### src/pfsc_pkg.sv
// ----------------------------------------------------------------------------
// pfsc_pkg
// Constants, types and state codes of the polar frozen set construction.
// ----------------------------------------------------------------------------
package pfsc_pkg;

  localparam int MAX_LENGTH   = 1024;
  localparam int LOG_HARD_CAP = 10;

  function automatic int floor_log2_cap(int len);
    int lg;
    lg = 0;
    for (int i = 0; i < LOG_HARD_CAP; i++) begin
      if ((lg < LOG_HARD_CAP) && ((2 << lg) <= len)) begin
        lg = lg + 1;
      end
    end
    return lg;
  endfunction

  localparam int LOG_CAP   = floor_log2_cap(MAX_LENGTH);
  localparam int MEM_DEPTH = 1 << LOG_CAP;
  localparam int MEM_AW    = (LOG_CAP < 1) ? 1 : LOG_CAP;

  localparam int Z_W     = 32;
  localparam int LG_W    = 4;
  localparam int K_W     = 11;
  localparam int IDX_W   = 11;
  localparam int WORD_W  = 64;
  localparam int WIDX_W  = 4;
  localparam int NCELL   = 64;
  localparam int CELL_AW = 6;
  localparam int DRAIN_W = 7;
  localparam int DRAIN_LAST = NCELL;

  typedef struct packed {
    logic [Z_W-1:0]   z;
    logic [IDX_W-1:0] idx;
  } pfsc_own_t;

  typedef struct packed {
    logic             valid;
    logic [Z_W-1:0]   z;
    logic [IDX_W-1:0] idx;
  } pfsc_item_t;

  typedef enum logic [3:0] {
    S_IDLE,
    S_INIT,
    S_BF_RD,
    S_BF_MUL,
    S_BF_WLO,
    S_BF_WHI,
    S_LOAD,
    S_CMP,
    S_DRAIN
  } pfsc_state_t;

endpackage

### src/pfsc_butterfly.sv
// ----------------------------------------------------------------------------
// pfsc_butterfly
// One Bhattacharyya butterfly: registered square, then 2T - T^2 saturated.
// ----------------------------------------------------------------------------
module pfsc_butterfly (
  input  logic                 clk,
  input  logic                 capture,
  input  logic [pfsc_pkg::Z_W-1:0] v,
  output logic [pfsc_pkg::Z_W-1:0] upper,
  output logic [pfsc_pkg::Z_W-1:0] lower
);
  import pfsc_pkg::*;

  logic [Z_W-1:0] v_r;
  logic [Z_W-1:0] sq_r;
  logic [2*Z_W-1:0] prod;
  logic [Z_W:0]   diff;

  assign prod = {{Z_W{1'b0}}, v} * {{Z_W{1'b0}}, v};

  always_ff @(posedge clk) begin
    if (capture) begin
      v_r  <= v;
      sq_r <= prod[2*Z_W-1:Z_W];
    end
  end

  // The square never exceeds T, so the difference is never negative.
  assign diff  = {v_r, 1'b0} - {1'b0, sq_r};
  assign upper = diff[Z_W] ? {Z_W{1'b1}} : diff[Z_W-1:0];
  assign lower = sq_r;
endmodule

### config.mk
export PLATFORM = sky130hd
export DESIGN_NAME = pfsc_butterfly
export DESIGN_NICKNAME = d
export VERILOG_FILES = /design/src/pfsc_pkg.sv /design/src/pfsc_butterfly.sv
export SDC_FILE = /design/constraint.sdc
export NUM_CORES = 2
export LEC_CHECK = 0
export BUFFER_PORTS_ARGS = -buffer_cell sky130_fd_sc_hd__buf_4
export CAP_MARGIN = 20
export CORE_ASPECT_RATIO = 0.7
export CORE_MARGIN = 10
export CORE_UTILIZATION = 32
export CTS_BUF_LIST = sky130_fd_sc_hd__clkbuf_16
export DETAILED_ROUTE_END_ITERATION = 6
export GPL_TIMING_DRIVEN = 0
export HOLD_SLACK_MARGIN = 0.1
export PLACE_DENSITY = 0.53
export SLEW_MARGIN = 20
export SYNTH_ARGS = -nofsm -noshare
export SYNTH_HDL_FRONTEND = slang
export SYNTH_SLANG_ARGS = --single-unit
export TNS_END_PERCENT = 1
### constraint.sdc
create_clock -name clk -period 10.9 [get_ports clk]
set_input_delay 2.18 -clock clk [delete_from_list [all_inputs] [get_ports clk]]
set_output_delay 2.18 -clock clk [all_outputs]
set_load 0.01 [all_outputs]
==> results.md <==
- The last element of the critical path is lower[27].
- The proportion of synthesized chip area in sequential cells is 5.857%.
- The number of iterations in the first detailed-routing pass is 7.
- The required time at the worst-slack endpoint is 10.98 ns.
- The synthesized netlist net count is 4634.
- The dominant synthesized flop cell is sky130_fd_sc_hd__edfxtp_1.
- Dividing the detail-routed wire length by the instance count gives 23.47 um.
- The cell count after synthesis came out at 3479.
- In this run the worst path has a maximum fanout of 13.
- The critical path starts at v[28].
- The post-layout minimum cycle time is 10.69 ns.
- The area enclosed by the die boundary is 116000 um2.
- The distinct cell type count after synthesis is 73.
- Setup repair after global routing left no endpoint under its margin.
- The number of antenna violations at the first check in global routing is 15.
- The number of placed cells counting well taps is 4927.
- The number of global-route vias before repair is 25240.
- The flow ran to the end, and the final reports show no timing, DRC or antenna violations.
- For this run the aggregate overflow at the end of global routing stands at 0.
- The largest total area in the synthesized netlist belongs to sky130_fd_sc_hd__fa_1.
- At the end of the flow, the number of nets in the layout was 4726.
- The via total after detailed routing is 23880.
- The floorplan die height is 287.9 um.
- STA classifies the critical path startpoint as an input pin.
- After clock tree synthesis, the clock-pin slew on the worst setup and hold paths is 0.07 ns.
- The total clock buffers created by CTS is 9.
- Setup violations remaining at the end of the flow were counted as 0.
- For this run, the top clock speed supported by timing is 0.09355 GHz.
- The synthesized flop and latch total is 64.
- The wire-length estimate of the detail-placed layout is 99820 um.
- The post-route netlist has 5.677% of its cells at a drive strength greater than 1.
- After the flow finishes, the layout carries non-filler instances totaling 4932.
- The clock tree from TritonCTS is yes.
- The global-route wire length before repair is 170800 um.
- The critical path arrival is 10.77 ns.
- The total track usage is 20.10%.
- The synthesized design devotes to its leading area cell type 48.32% of total area.
- The layout overhead on the synthesized area is 8.515%.
- The number of I/O port buffers is 97.
- The routed wire length is 115800 um.
- The headroom to the max-slew limit is 22.09%.
- The critical path goes through buf_4 > clkbuf_1 > nand2_1 > fa_1 > inv_1 > fa_1 > fa_1 > fa_1 > fa_1 > fa_1 > fa_1 > inv_1 > fa_1 > inv_1 > ha_1 > nand2_1 > nor4_1 > o21ai_1 > a21oi_2 > a32oi_1 > a21bo_1 > a21oi_1 > and4_1 > nor3_1.
- The cell chosen for the clock root is sky130_fd_sc_hd__clkbuf_16.
- The number of hold violations in the final report is 0.
- The DRC violation count after routing is 0.
- The effective utilization at floorplan is 32.20%.
- The H-tree was split into 3 levels.
- The weighted congestion at the end of routability-driven global placement is 0.9860.
- After detailed placement, the total cell area comes to 35240 um2.
- The class of the most critical setup path is input pin to flip-flop.
- The total number of clock tree sinks is 64.
- The tool flagged a number of max-cap violations equal to 0.
- The count of synthesis-stage warnings from yosys is 0.
- The mapped cell area is 32810 um2.
- After the first detailed-routing iteration, the DRC count stood at 2082.
- The count of flip-flops with a built-in enable after synthesis is 64.
- After floorplanning, the core was divided into 98 placement rows.
- For the pin with the worst max-slew slack, the measured transition is 1.169 ns.
- The critical path's largest stage delay is 0.87 ns.
- The maximum number of pins on one net before global-route repair is 65.
- The most frequently used cell type in the post-synthesis netlist is sky130_fd_sc_hd__inv_1.
- After synthesis, the cell types taking the most area are sky130_fd_sc_hd__fa_1 (48%), sky130_fd_sc_hd__ha_1 (13%), sky130_fd_sc_hd__inv_1 (12%).
- The final cycle utilization of the critical path is 98.07%.
- The setup TNS is 0 ns.
- Once detail routing completed, the nets flagged for antenna violations numbered 0.
- The commonest cells after synthesis are sky130_fd_sc_hd__inv_1 (1006), sky130_fd_sc_hd__fa_1 (792), sky130_fd_sc_hd__nand2_1 (330), sky130_fd_sc_hd__ha_1 (329), sky130_fd_sc_hd__and2_1 (235).
- The area of the core is 101900 um2.
- In this run the count of I/O pins placed on the die edge is 98.
- The floorplan step set the die width to 402.7 um.
- Dividing the detail-routed via count by the number of cells gives 4.842.
- Counting along the longest clock path gives a buffer depth of 2.
- On the critical path, the stage with the largest delay is an instance of sky130_fd_sc_hd__clkbuf_1.
- The post-synthesis async set-or-reset flop share is 0%.
- After routing the design area is 35610 um2.
- The number of max-slew violations in the final report was 0.
- The average instance in the mapped netlist occupies 9.432 um2.
- In this run the worst hold path is classified as input pin to flip-flop.
- Post-CTS timing repair inserted 0 buffers for setup.
- The capturing element type of the critical path is a flip-flop.
- The most numerous cell type found on the critical path is sky130_fd_sc_hd__fa_1.
## kinds of logic after synthesis
logic type / share of synthesized area (%)
buffers and inverters: 13.02
adder cells (fa/ha/maj): 60.87
AND/OR/NAND/NOR: 11.28
AO/OA/AOI/OAI: 6.311
XOR/XNOR: 2.536
flip-flops: 5.857
multiplexers: 0.1258
## cell type report
cell class	instances	area (um2)
fillers	10500	66290
multi-input cells	2281	26630
inverters	1007	3780
flip-flops and latches	64	1922
well taps	1350	1689
repair buffers	98	739.5
plain buffers	110	511.7
clock buffers	9	225.2
clock inverters	7	96.34
diodes	6	15.01
## cell usage in the layout, fill, tap and decap left out, types with 12 or more instances in the layout
master and instances:
sky130_fd_sc_hd__o21bai_1 18, sky130_fd_sc_hd__and2_1 235, sky130_fd_sc_hd__nor3_1 18, sky130_fd_sc_hd__a31o_2 12, sky130_fd_sc_hd__nor2_1 57, sky130_fd_sc_hd__buf_4 97, sky130_fd_sc_hd__fa_1 792, sky130_fd_sc_hd__nand2_1 330
sky130_fd_sc_hd__ha_1 329, sky130_fd_sc_hd__edfxtp_1 64, sky130_fd_sc_hd__a31oi_1 12, sky130_fd_sc_hd__inv_1 1006, sky130_fd_sc_hd__a21oi_1 100, sky130_fd_sc_hd__o21ai_1 29, sky130_fd_sc_hd__a21o_1 50, sky130_fd_sc_hd__xor2_1 40
sky130_fd_sc_hd__xnor2_1 55, sky130_fd_sc_hd__clkbuf_1 48, sky130_fd_sc_hd__o21ai_0 21, sky130_fd_sc_hd__clkbuf_2 49, sky130_fd_sc_hd__nand3_1 15, sky130_fd_sc_hd__nand4_1 22
## worst min-delay path by stage
| stage | start | to | slack [ns] | cells past startpoint |
|---|---|---|---|---|
| finish | v[30] | v_r[30] | 2.07 | 1 |
| detailed placement | v[7] | v_r[7] | 2.37 | 1 |
| global placement | v[7] | v_r[7] | 2.37 | 1 |
| global route | v[30] | v_r[30] | 2.08 | 1 |
| CTS | v[30] | v_r[30] | 2.07 | 1 |
| floorplan | v[0] | v_r[0] | 2.28 | 0 |
## what timing repair did
item                                    in CTS  in global routing
resized for setup                           29                 68
hold buffers                                 0                  0
endpoints found under the setup margin      25                 11
pin swaps                                    0                  0
## critical path: cells and delay by family
kind	cells	cell delay (ns)
buf+inv	5	1.30
simple gates	5	1.23
compound gates	5	1.58
fa+ha+maj	9	4.43
## sequential cells by signal (all words and copies together), names as in the netlist
name   count
v_r       32
lower     32
## metal layers
layer | share of wire, % | GRT usage [%]
met1 | 46 | 29.18
met2 | 38 | 26.97
met3 | 14 | 9.439
met4 | 1.7 | 3.474
met5 | 0.035 | 0
## metrics by stage
step / utilization (%) / hold WS, ns / setup slack [ns]
after floorplan: - / 2.279 / 1.837
after global placement: 34.57 / 2.371 / -1.231
after detailed placement: 34.59 / 2.374 / -1.086
after CTS: 34.89 / 2.071 / 0.001037
after global routing: 34.93 / 2.079 / 0.01982
final: 34.94 / 2.069 / 0.2100
Power is not shown: default switching activity piles up to over one toggle a cycle in this logic, so the estimate is an artifact.
