`config.mk`:
```
export PLATFORM = sky130hd
export DESIGN_NAME = pfsc_cell
export DESIGN_NICKNAME = d
export VERILOG_FILES = /design/src/pfsc_pkg.sv /design/src/pfsc_cell.sv
export SDC_FILE = /design/constraint.sdc
export NUM_CORES = 1
export LEC_CHECK = 0
export BUFFER_PORTS_ARGS = -buffer_cell sky130_fd_sc_hd__clkbuf_2
export CORE_MARGIN = 1.5
export CORE_UTILIZATION = 40
export DETAILED_ROUTE_END_ITERATION = 12
export PLACE_DENSITY_LB_ADDON = 0.25
export SYNTH_ARGS = -nofsm -noshare
export SYNTH_HDL_FRONTEND = slang
export SYNTH_SLANG_ARGS = --single-unit
```
`constraint.sdc`:
```
create_clock -name clk -period 2.7 [get_ports clk]
set_clock_uncertainty 0.15 [all_clocks]
set_input_delay 0.27 -clock clk [delete_from_list [all_inputs] [get_ports clk]]
set_output_delay 0.27 -clock clk [all_outputs]
set_load 0.02 [all_outputs]
```
`src/pfsc_pkg.sv`:
```
// ----------------------------------------------------------------------------
// pfsc_pkg
// Constants, types and state codes of the polar frozen set construction.
// ----------------------------------------------------------------------------
package pfsc_pkg;

  localparam int MAX_LENGTH   = 1024;
  localparam int LOG_HARD_CAP = 10;

  function automatic int floor_log2_cap(int len);
    int lg;
    lg = 0;
    for (int i = 0; i < LOG_HARD_CAP; i++) begin
      if ((lg < LOG_HARD_CAP) && ((2 << lg) <= len)) begin
        lg = lg + 1;
      end
    end
    return lg;
  endfunction

  localparam int LOG_CAP   = floor_log2_cap(MAX_LENGTH);
  localparam int MEM_DEPTH = 1 << LOG_CAP;
  localparam int MEM_AW    = (LOG_CAP < 1) ? 1 : LOG_CAP;

  localparam int Z_W     = 32;
  localparam int LG_W    = 4;
  localparam int K_W     = 11;
  localparam int IDX_W   = 11;
  localparam int WORD_W  = 64;
  localparam int WIDX_W  = 4;
  localparam int NCELL   = 64;
  localparam int CELL_AW = 6;
  localparam int DRAIN_W = 7;
  localparam int DRAIN_LAST = NCELL;

  typedef struct packed {
    logic [Z_W-1:0]   z;
    logic [IDX_W-1:0] idx;
  } pfsc_own_t;

  typedef struct packed {
    logic             valid;
    logic [Z_W-1:0]   z;
    logic [IDX_W-1:0] idx;
  } pfsc_item_t;

  typedef enum logic [3:0] {
    S_IDLE,
    S_INIT,
    S_BF_RD,
    S_BF_MUL,
    S_BF_WLO,
    S_BF_WHI,
    S_LOAD,
    S_CMP,
    S_DRAIN
  } pfsc_state_t;

endpackage

```
`src/pfsc_cell.sv`:
```
// ----------------------------------------------------------------------------
// pfsc_cell
// Rank cell: holds one position, counts passing values that outrank it.
// ----------------------------------------------------------------------------
module pfsc_cell (
  input  logic                      clk,
  input  logic                      rst,
  input  logic                      load_en,
  input  pfsc_pkg::pfsc_own_t       own_in,
  output pfsc_pkg::pfsc_own_t       own_out,
  input  pfsc_pkg::pfsc_item_t      item_in,
  output pfsc_pkg::pfsc_item_t      item_out,
  input  logic [pfsc_pkg::IDX_W-1:0] n,
  input  logic [pfsc_pkg::K_W-1:0]   k,
  output logic                      frozen
);
  import pfsc_pkg::*;

  pfsc_own_t        own;
  pfsc_item_t       item;
  logic [IDX_W-1:0] rank;
  logic             beats;

  // A passing value outranks this position when it is larger, or equal and
  // at a lower position.
  assign beats = item_in.valid &&
                 ((item_in.z > own.z) || ((item_in.z == own.z) && (item_in.idx < own.idx)));

  always_ff @(posedge clk) begin
    if (load_en) begin
      own <= own_in;
    end
    if (load_en) begin
      rank <= '0;
    end else if (beats) begin
      rank <= rank + IDX_W'(1);
    end
    item.z   <= item_in.z;
    item.idx <= item_in.idx;
    if (rst) begin
      item.valid <= 1'b0;
    end else begin
      item.valid <= item_in.valid;
    end
  end

  assign own_out  = own;
  assign item_out = item;
  assign frozen   = (own.idx < n) && (rank < k);
endmodule

```
==> qor.yml, run 1 <==
status: "complete, no violations"
yosys.area.top_type: "edfxtp_1"
clock-sinks: 98
max_stage_delay_ns: 0.50
synthAdderAreaFrac_pct: 18.2
htree_levels: 3
finalSetupViolCount: 0
fillers: 793
die_w_um: 107
detailroute.via_count: 3829
avgSynthCellArea_um2: 11.7
syn_nets: 545
fp.coreArea_um2: 10400
drt-pass1-iter-count: 4
highest_layer: "met4"
drc_errors: 0
p_switching_mw: 0.926
met1Wirelength_mm: 4.67
rsz0062_at_grt: "true"
hold_path_class: "in2reg"
clock_latency_ns: 0.37
path_clk_slew_ns: 0.09
dr_wl_met2_mm: 6.32
synth_top_family_by_area: "adder cells"
whs_ns: 0.0499
wl_per_cell_um: 14.7
drive_gt1_share_pct: 35.5
start_util_pct: 41.7
final_common_cell: "clkbuf_2"
cts_buffers: 9
ir_drop_mv: 0.320
mostFrequentLayoutCells: "clkbuf_2 (198), dlygate4sd3_1 (87), inv_1 (65)"
critPathSlowestCell: "or4b_1"
slew_violations: 0
crit_type: "reg2reg"
synth_area_leaders: "edfxtp_1 (30%), dfxtp_1 (25%), ha_1 (18%)"
wl_mm: 11.9
post-route-util_pct: 64.5
synth_area_um2: 4340
fin_crit_sh_pct: 97.7
period_needed_ns: 2.64
die_h_um: 107
overflow: 0
multi_input_area_um2: 1820
syn2layout_area_growth_pct: 54.8
rows: 37
path_cells: "inv_1 > ha_1 > and4_1 > nor4b_4 > a21bo_1 > o211ai_2 > a211oi_2 > buf_6 > or4b_1 > a21oi_1"
nets: 846
cap_violations: 0
p_int_mw: 2.32
die_area_um2: 11500
p_per_area_nw_per_um2: 484
ios: 200
port_buffers: 199
crit_fanout: 14
vias_per_cell: 4.72
grt_pass1_vias: 3940
worst-path-buf-inv: 2
seq_area_frac_synth_pct: 55.1
detailedRoute.firstIterationViolations: 91
hold_viol: 0
worst_slew_pin_slew_ns: 0.584
synth-simple-area-share_pct: 9.60
grtUsageTotal_pct: 20.8
cts_max_path_buffers: 2
p_leak_nw: 3.35
synth_compound_area_share_pct: 9.26
p_sw_share_pct: 28.5
grt_pass1_wl_mm: 18.2
slew_headroom_pct: 61.0
fmax_mhz: 379
power_frac_comb_pct: 22.5
clkPwrFrac_pct: 25.6
clock-root-buffer: "clkbuf_8"
synth.area.mux_share_pct: 1.79
cts_tree: "built"
synth_top_area_share_pct: 29.8
antenna_found_initial: 0
seq_area_um2: 2390
crit_path_start_kind: "flop"
dpl.hpwl_mm: 8.15
sequentialPowerShare_pct: 51.9
ys_types: 40
antenna_left: 0
grt_max_degree: 41
worst_slack_ns: 0.0617
yosys_warnings: 0
n_antenna_cell: 0
routed-wl-met3_um: 703
cp_top_family: "simple AND/OR/NAND/NOR gates"
worstPathRequired_ns: 2.85
yosys_register_bits: 98
cp-end-kind: "flop"
synth-xor-area-share_pct: 0
crit_arrival_ns: 2.79
gp_congestion: 0.797
pre_cts_ws_ns: -0.00393
netlist_instances: 370
-- cell type report --
cell class	count	area share (%)
sequential	98	35.6
clock inverter	1	0.0745
tap	136	2.53
clock buffer	15	2.18
inverter	65	3.63
timing repair buffer	293	28.9
multi-input combinational	204	27.1
-- timing repair --
| item | CTS | global route |
|---|---|---|
| gates resized for setup | 2 | 21 |
| pin swaps | 0 | 6 |
| hold buffers | 87 | 0 |
| endpoints found under the setup margin | 2 | 11 |
| setup buffers | 1 | 1 |
| endpoints found under the hold margin | 87 | 0 |
-- state kept, by name, summed over array words and instances, names as in the netlist --
| register | cells |
|---|---|
| own_out | 43 |
| item_out | 44 |
| rank | 11 |
-- cell families (layout without fill, tap and decap cells) --
| group | after synthesis | in the layout |
|---|---|---|
| flops | 98 | 98 |
| fa+ha+maj | 63 | 63 |
| compound gates | 62 | 62 |
| simple gates | 72 | 72 |
| buf+inv | 68 | 374 |
| mux | 7 | 7 |
-- stage by stage --
stage / instance area, um^2 / total power, mW / instances / TNS [ns]
finish: 6720 / 3.25 / 812 / 0
global route: 6720 / 3.42 / 812 / -0.324
CTS: 6580 / 3.24 / 811 / 0
detailed placement: 5540 / 2.31 / 707 / -0.00393
global placement: 5540 / 2.29 / 707 / 0
floorplan: 4340 / 2.05 / 370 / 0
-- power by group through the flow --
stage | sequential, mW | clock [mW] | combinational (mW)
floorplan | 1.83 | 0 | 0.218
global placement | 1.72 | 0 | 0.573
detailed placement | 1.72 | 0 | 0.587
CTS | 1.69 | 0.859 | 0.694
global route | 1.70 | 0.917 | 0.808
finish | 1.69 | 0.831 | 0.732
-- metal layers --
layer	up-vias	GRT usage [%]
met5	-	0
met1	1759	22.5
li1	1907	-
met4	0	8.86
met3	17	4.68
met2	146	38.6
-- synthesized netlist by cell type, drive strengths merged --
| library cell | count |
|---|---|
| or4b | 1 |
| a21o | 5 |
| mux2i | 1 |
| o211ai | 4 |
| nor2b | 8 |
| ha | 63 |
| o21a | 2 |
| nor4 | 3 |
| and4bb | 1 |
| or4 | 3 |
| nand2b | 7 |
| o31ai | 6 |
| nor4b | 1 |
| a211o | 2 |
| buf | 1 |
| inv | 65 |
| and4 | 5 |
| a21bo | 1 |
| nand3 | 9 |
| clkbuf | 2 |
| nor3 | 2 |
| a221oi | 2 |
| mux2 | 6 |
| edfxtp | 43 |
| a211oi | 5 |
| nand4 | 3 |
| nor2 | 15 |
| dfxtp | 55 |
| o211a | 1 |
| a31oi | 1 |
| and3 | 1 |
| nand2 | 13 |
| o21ai | 11 |
| a21oi | 22 |
-- final timing paths --
check,start,end,slack (ns),cells past startpoint
max,own_out[20],rank[7],0.06,10
min,item_in[43],item_out[43],0.05,2
max reg2reg,own_out[20],rank[7],0.06,10
min reg2reg,rank[9],rank[9],0.37,2
(Power assumes the default switching activity.)
==> run 2: changes to the inputs <==
==> constraint.sdc (replaced) <==
create_clock -name clk -period 2.7 [get_ports clk]
set_clock_uncertainty 0.15 [all_clocks]
set_input_delay 0.27 -clock clk [delete_from_list [all_inputs] [get_ports clk]]
set_output_delay 0.27 -clock clk [all_outputs]
set_load 0.005 [all_outputs]
==> run 2 against run 1 <==
Routed wire length rose by 2.7%. Non-clock buffer count rose by 1. Die area did not move. Total power fell by 2.3%. Final cell count rose by 0.12%. Final area rose by 0.76%. Clock power rose by 0.6%. Critical path depth did not move. Count of clock-buffer cells in the layout did not move. Worst setup slack got worse by 0.0068 ns. Highest routed layer unchanged. Sequential cell count did not move.
==> qor.yml, run 2 (synthesized netlist as in run 1, its figures left out) <==
clock_latency_ns: 0.38  # about the same
met1Wirelength_mm: 4.78  # +2.2%
holdPathEnd: "item_out[43]"
dr_wl_met2_mm: 6.50  # +2.8%
crit_path_start_kind: "flop"
hold_path_class: "in2reg"
wl_mm: 12.3  # +2.7%
period_needed_ns: 2.65  # +0.00681 ns
ios: 200  # unchanged
cts_buffers: 9  # unchanged
status: "complete, no violations"
mostFrequentLayoutCells: "clkbuf_2 (199), dlygate4sd3_1 (87), inv_1 (65)"
final_common_cell: "clkbuf_2"
worstPathRequired_ns: 2.82  # -0.03 ns
min_path_cells: 2  # unchanged
path_cells: "inv_1 > ha_4 > and4_4 > nor4b_4 > a21bo_1 > o211ai_2 > a211oi_2 > buf_6 > nor4_4 > mux2_4"
crit_fanout: 7  # -7
cap_violations: 0  # unchanged
finalPower_mw: 3.18  # -2.3%
die_area_um2: 11500  # unchanged
vias_per_cell: 4.74  # +0.53%
clkPwrFrac_pct: 26.3  # +0.7 points
cts_max_path_buffers: 2  # unchanged
fmax_mhz: 378  # -0.26%
place_area_um2: 5540  # unchanged
sequentialPowerShare_pct: 53.2  # +1.3 points
fp.coreArea_um2: 10400  # unchanged
power_frac_comb_pct: 20.5  # -2.0 points
grt_pass1_vias: 3932  # -0.20%
grt_pass1_wl_mm: 18.2  # +0.23%
hp-start: "item_in[43]"
clock-sinks: 98  # unchanged
p_int_mw: 2.33  # +0.36%
path_clk_slew_ns: 0.10  # about the same
hold_viol: 0  # unchanged
grt_max_degree: 41  # unchanged
reg2reg_to: "rank[6]"
fin_area_um2: 6770  # +0.76%
finalSetupViolCount: 0  # unchanged
drc_errors: 0  # unchanged
die_w_um: 107  # unchanged
p_switching_mw: 0.843  # -9.0%
overflow: 0  # unchanged
rows: 37  # unchanged
cp-end-kind: "flop"
highest_layer: "met4"
p_leak_nw: 3.37  # +0.33%
n_antenna_cell: 0  # unchanged
antenna_found_initial: 0  # unchanged
timing.rr.start: "own_out[22]"
antenna_left: 0  # unchanged
crit_arrival_ns: 2.77  # -0.02 ns
cts_tree: "built"
start_util_pct: 41.7  # unchanged
p_per_area_nw_per_um2: 469  # -3.0%
routed-wl-met3_um: 738  # +5.0%
p_sw_share_pct: 26.5  # -1.9 points
detailroute.via_count: 3854  # +0.65%
die_h_um: 107  # unchanged
htree_levels: 3  # unchanged
gp_congestion: 0.797  # unchanged
port_buffers: 199  # unchanged
post-route-util_pct: 65.0  # +0.49 points
critPathSlowestCell: "edfxtp_1"
wl_per_cell_um: 15.1  # +2.5%
ir_drop_mv: 0.322  # +0.41%
grtUsageTotal_pct: 20.9  # +0.052 points
dpl.hpwl_mm: 8.15  # unchanged
largest_reg_flops: 44  # unchanged
clock-root-buffer: "clkbuf_8"
max_stage_delay_ns: 0.38  # -0.12 ns
fin_crit_sh_pct: 98.0  # +0.25 points
nets: 847  # +0.12%
worst_slew_pin_slew_ns: 0.570  # -0.0142 ns
rr_worst_depth: 10  # unchanged
r2r_slack_ns: 0.05  # about the same
slew_violations: 0  # unchanged
detailedRoute.firstIterationViolations: 122  # +34%
drive_gt1_share_pct: 36.3  # +0.83 points
drt-pass1-iter-count: 4  # unchanged
syn2layout_area_growth_pct: 56.0
crit_type: "reg2reg"
slew_headroom_pct: 62.0  # +0.95 points
==> run 2: cell types whose count changed in the layout (fill, tap and decap cells not counted), sizes merged <==
cell | before | now
clkbuf | 213 | 214
==> run 2: cell type report <==
cell class,instances,area (um^2)
tap,136,170
multi-input combinational,204,1870
clock inverter,1,5.00
clock buffer,15,146
sequential,98,2390
inverter,65,244
fill,794,3650
timing repair buffer,294,1940
==> run 2: power by group through the flow <==
| stage | clock network (mW) | registers [mW] | logic [mW] |
|---|---|---|---|
| 2_1_floorplan | 0 | 1.73 | 0.215 |
| 3_3_place_gp | 0 | 1.72 | 0.471 |
| 3_5_place_dp | 0 | 1.72 | 0.486 |
| 4_1_cts | 0.859 | 1.69 | 0.590 |
| 5_1_grt | 0.920 | 1.70 | 0.726 |
| 6_report | 0.836 | 1.69 | 0.651 |
==> run 2: worst max-delay path: cells and delay by family (launching register included) <==
family,cells,cell delay (ns)
AOI/OAI and AO/OA,3,0.43
muxes,1,0.32
buffers and inverters,2,0.24
DFF,1,0.38
adders and majority gates,1,0.27
and+or+nand+nor,3,0.74
==> run 2: worst max path at each step <==
stage,from,to,slack (ns),cells past startpoint
after CTS,own_out[38],rank[5],0.01,9
after floorplan,own_out[21],rank[6],0.21,10
after detailed placement,item_in[21],rank[6],-0.004,10
after global routing,own_out[20],rank[6],-0.04,10
after global placement,own_out[38],rank[6],0.04,10
final,own_out[22],rank[6],0.05,10
==> run 2: what timing repair did <==
| action | 4_1_cts | 5_1_grt |
|---|---|---|
| setup buffers | 1 | 1 |
| hold buffers | 87 | 0 |
| hold endpoints to repair | 87 | 0 |
| resized for setup | 1 | 27 |
| pin swaps | 0 | 8 |
| endpoints found under the setup margin | 2 | 11 |
| gates cloned | 0 | 1 |
==> run 2: stage by stage <==
step           hold WS (ns)  instances   TNS, ns  setup slack (ns)
2_1_floorplan         0.148        370         0             0.205
3_3_place_gp          0.235        707         0            0.0417
3_5_place_dp          0.239        707  -0.00393          -0.00393
4_1_cts              0.0255        811         0            0.0139
5_1_grt              0.0264        813    -0.168           -0.0432
6_report             0.0482        813         0            0.0549
==> run 2: per-layer routing <==
| layer | GRT usage (%) | up-vias |
|---|---|---|
| met5 | 0 | - |
| met4 | 8.86 | 0 |
| met3 | 4.74 | 17 |
| met2 | 38.7 | 160 |
| met1 | 22.5 | 1770 |
| li1 | - | 1907 |
==> run 3: changes to the inputs <==
--- a/config.mk
+++ b/config.mk
@@ -6,8 +6,10 @@
 export NUM_CORES = 1
 export LEC_CHECK = 0
 export BUFFER_PORTS_ARGS = -buffer_cell sky130_fd_sc_hd__clkbuf_2
+export CELL_PAD_IN_SITES_DETAIL_PLACEMENT = 1
+export CELL_PAD_IN_SITES_GLOBAL_PLACEMENT = 1
 export CORE_MARGIN = 1.5
-export CORE_UTILIZATION = 40
+export CORE_UTILIZATION = 35
 export DETAILED_ROUTE_END_ITERATION = 12
 export PLACE_DENSITY_LB_ADDON = 0.25
 export SYNTH_ARGS = -nofsm -noshare
==> run 3 against run 2 <==
Worst hold slack gained 0.043 ns. Worst setup slack worse by 0.047 ns. Sequential cell count is the same. First-iteration DRC count down 2.5%. Total power is 14% higher. Critical endpoint is now rank[7]. Global-route usage up 0.99 points. Final area rose by 4.5%. Sequential power is essentially flat. Maximum frequency decreased by 1.7%.
==> qor.yml, run 3 (synthesized netlist as in run 1, its figures left out) <==
clock_latency_ns: 0.35  # -0.03 ns
slew_violations: 0  # unchanged
wl_mm: 15.3  # +24%
die_h_um: 114  # +6.7%
layout.cells.non_filler: 855  # +5.2%
clock-sinks: 98  # unchanged
finalSetupViolCount: 0  # unchanged
power_frac_comb_pct: 19.7  # -0.8 points
nets: 857  # +1.2%
clock-root-buffer: "clkbuf_16"
p_sw_share_pct: 26.4  # -0.15 points
antenna_found_initial: 0  # unchanged
htree_levels: 3  # unchanged
crit_path_start_kind: "flop"
ir_drop_mv: 0.309  # -3.8%
syn2layout_area_growth_pct: 63.0
grtUsageTotal_pct: 21.9  # +0.99 points
mostFrequentLayoutCells: "clkbuf_2 (199), dlygate4sd3_1 (87), inv_1 (59)"
period_needed_ns: 2.69  # +0.0465 ns
cap_violations: 0  # unchanged
cts_tree: "built"
grt_pass1_vias: 4312  # +9.7%
hp-start: "item_in[43]"
grt_max_degree: 32  # -22%
p_switching_mw: 0.959  # +14%
dpl.hpwl_mm: 9.44  # +16%
cp-startpoint: "own_out[19]"
p_per_area_nw_per_um2: 514  # +9.5%
die_w_um: 114  # +6.7%
fmax_mhz: 372  # -1.7%
detailroute.via_count: 4016  # +4.2%
final_common_cell: "clkbuf_2"
crit_fanout: 7  # unchanged
gp_congestion: 0.749  # -6.0%
dp_cells: 740  # +4.7%
port_buffers: 199  # unchanged
wl_per_cell_um: 17.8  # +18%
detailedRoute.firstIterationViolations: 119  # -2.5%
n_antenna_cell: 0  # unchanged
rsz0062_at_grt: "true"
fin_crit_sh_pct: 99.7  # +1.7 points
p_leak_nw: 3.48  # +3.3%
slew_headroom_pct: 46.8  # -15 points
vias_per_cell: 4.70  # -0.92%
cts_buffers: 9  # unchanged
worstPathRequired_ns: 2.82  # about the same
critPathSlowestCell: "or4b_4"
hold_path_class: "in2reg"
overflow: 0  # unchanged
largest_reg_flops: 44  # unchanged
sequentialPowerShare_pct: 46.7  # -6.5 points
cts_max_path_buffers: 2  # unchanged
status: "complete, no violations"
rows: 40  # +8.1%
crit_arrival_ns: 2.81  # +0.04 ns
p_int_mw: 2.67  # +15%
path_clk_slew_ns: 0.07  # -0.03 ns
path_cells: "inv_1 > ha_1 > and4_4 > nor4b_4 > a21bo_1 > o211ai_2 > a211oi_2 > buf_6 > or4b_4 > a21oi_2"
crit_type: "reg2reg"
die_area_um2: 13100  # +14%
clkPwrFrac_pct: 33.6  # +7.3 points
drive_gt1_share_pct: 40.2  # +3.8 points
grt_pass1_wl_mm: 21.6  # +19%
drt-pass1-iter-count: 4  # unchanged
post-route-util_pct: 58.6  # -6.3 points
max_stage_delay_ns: 0.51  # +0.13 ns
cp-end-kind: "flop"
worst_slew_pin_slew_ns: 0.798  # +0.228 ns
ios: 200  # unchanged
hold_viol: 0  # unchanged
drc_errors: 0  # unchanged
fp.coreArea_um2: 12100  # +16%
timing.rr.start: "own_out[19]"
worst_slack_ns: 0.00837  # -0.0465 ns
start_util_pct: 36.0  # -5.7 points
pre_cts_ws_ns: -0.0839  # -0.0800 ns
antenna_left: 0  # unchanged
run 3: cell types whose count changed in the layout (fill, tap and decap cells not counted), moves of 3 or more:
| cell | previous run | this run |
|---|---|---|
| a21oi_1 | 21 | 18 |
| a21oi_2 | 1 | 4 |
| buf_4 | 6 | 15 |
| clkbuf_1 | 6 | 3 |
| clkbuf_16 | 0 | 9 |
| clkbuf_8 | 9 | 1 |
| inv_1 | 65 | 59 |
| inv_2 | 0 | 6 |
| or4_1 | 3 | 0 |
| or4_4 | 0 | 3 |
run 3: path summary, 6_finish.rpt:
kind	end	slack, ns	cells past startpoint
max	rank[7]	0.008	10
min	item_out[43]	0.09	2
max reg2reg	rank[7]	0.008	10
min reg2reg	rank[1]	0.37	2
run 3: per-layer routing:
| layer | part of all wire [%] | up-vias | global-route usage, % | routed length (um) |
|---|---|---|---|---|
| met5 | 0 | - | 0 | 0 |
| met4 | 2.4 | 0 | 6.83 | 360 |
| met3 | 5.6 | 26 | 5.61 | 847 |
| met2 | 54 | 157 | 42.3 | 8200 |
| met1 | 38 | 1908 | 23.0 | 5850 |
| li1 | - | 1925 | - | - |
run 3: timing repair:
action / CTS / global route
setup buffers: 0 / 11
endpoints found under the hold margin: 87 / 0
hold buffers: 87 / 0
setup endpoints to repair: 7 / 11
cloned: 0 / 1
pin swaps: 0 / 21
resized for setup: 5 / 43
run 3: stage by stage:
step | TNS, ns | total power, mW | instance area (um^2) | hold WS [ns]
after CTS | 0 | 3.53 | 6750 | 0.0752
after floorplan | 0 | 1.94 | 4340 | 0.148
after global routing | -0.702 | 3.79 | 7070 | 0.0956
after global placement | -0.0133 | 2.20 | 5580 | 0.238
final | 0 | 3.63 | 7070 | 0.0912
after detailed placement | -0.241 | 2.23 | 5580 | 0.242
run 3: area by class of cell:
| class | count | area, um^2 |
|---|---|---|
| timing repair buffer | 304 | 2030 |
| clock buffer | 13 | 250 |
| tap | 168 | 210 |
| multi-input combinational | 204 | 1930 |
| clock inverter | 3 | 17.5 |
| fill | 1329 | 4990 |
| sequential | 98 | 2390 |
| inverter | 65 | 244 |
run 3: critical path: cells and delay by family, from the launching register on:
family                     cells  cell delay (ns)
DFF                            1             0.36
and+or+nand+nor                3             0.99
adders and majority gates      1             0.33
AOI/OAI and AO/OA              4             0.54
buffers and inverters          2             0.24
run 3: power by group through the flow:
stage          Sequential (mW)  Clock (mW)  Combinational [mW]
3_3_place_gp              1.72           0               0.481
3_5_place_dp              1.72           0               0.503
4_1_cts                   1.69        1.23               0.615
5_1_grt                   1.71        1.30               0.786
6_report                  1.70        1.22               0.716
2_1_floorplan             1.73           0               0.215
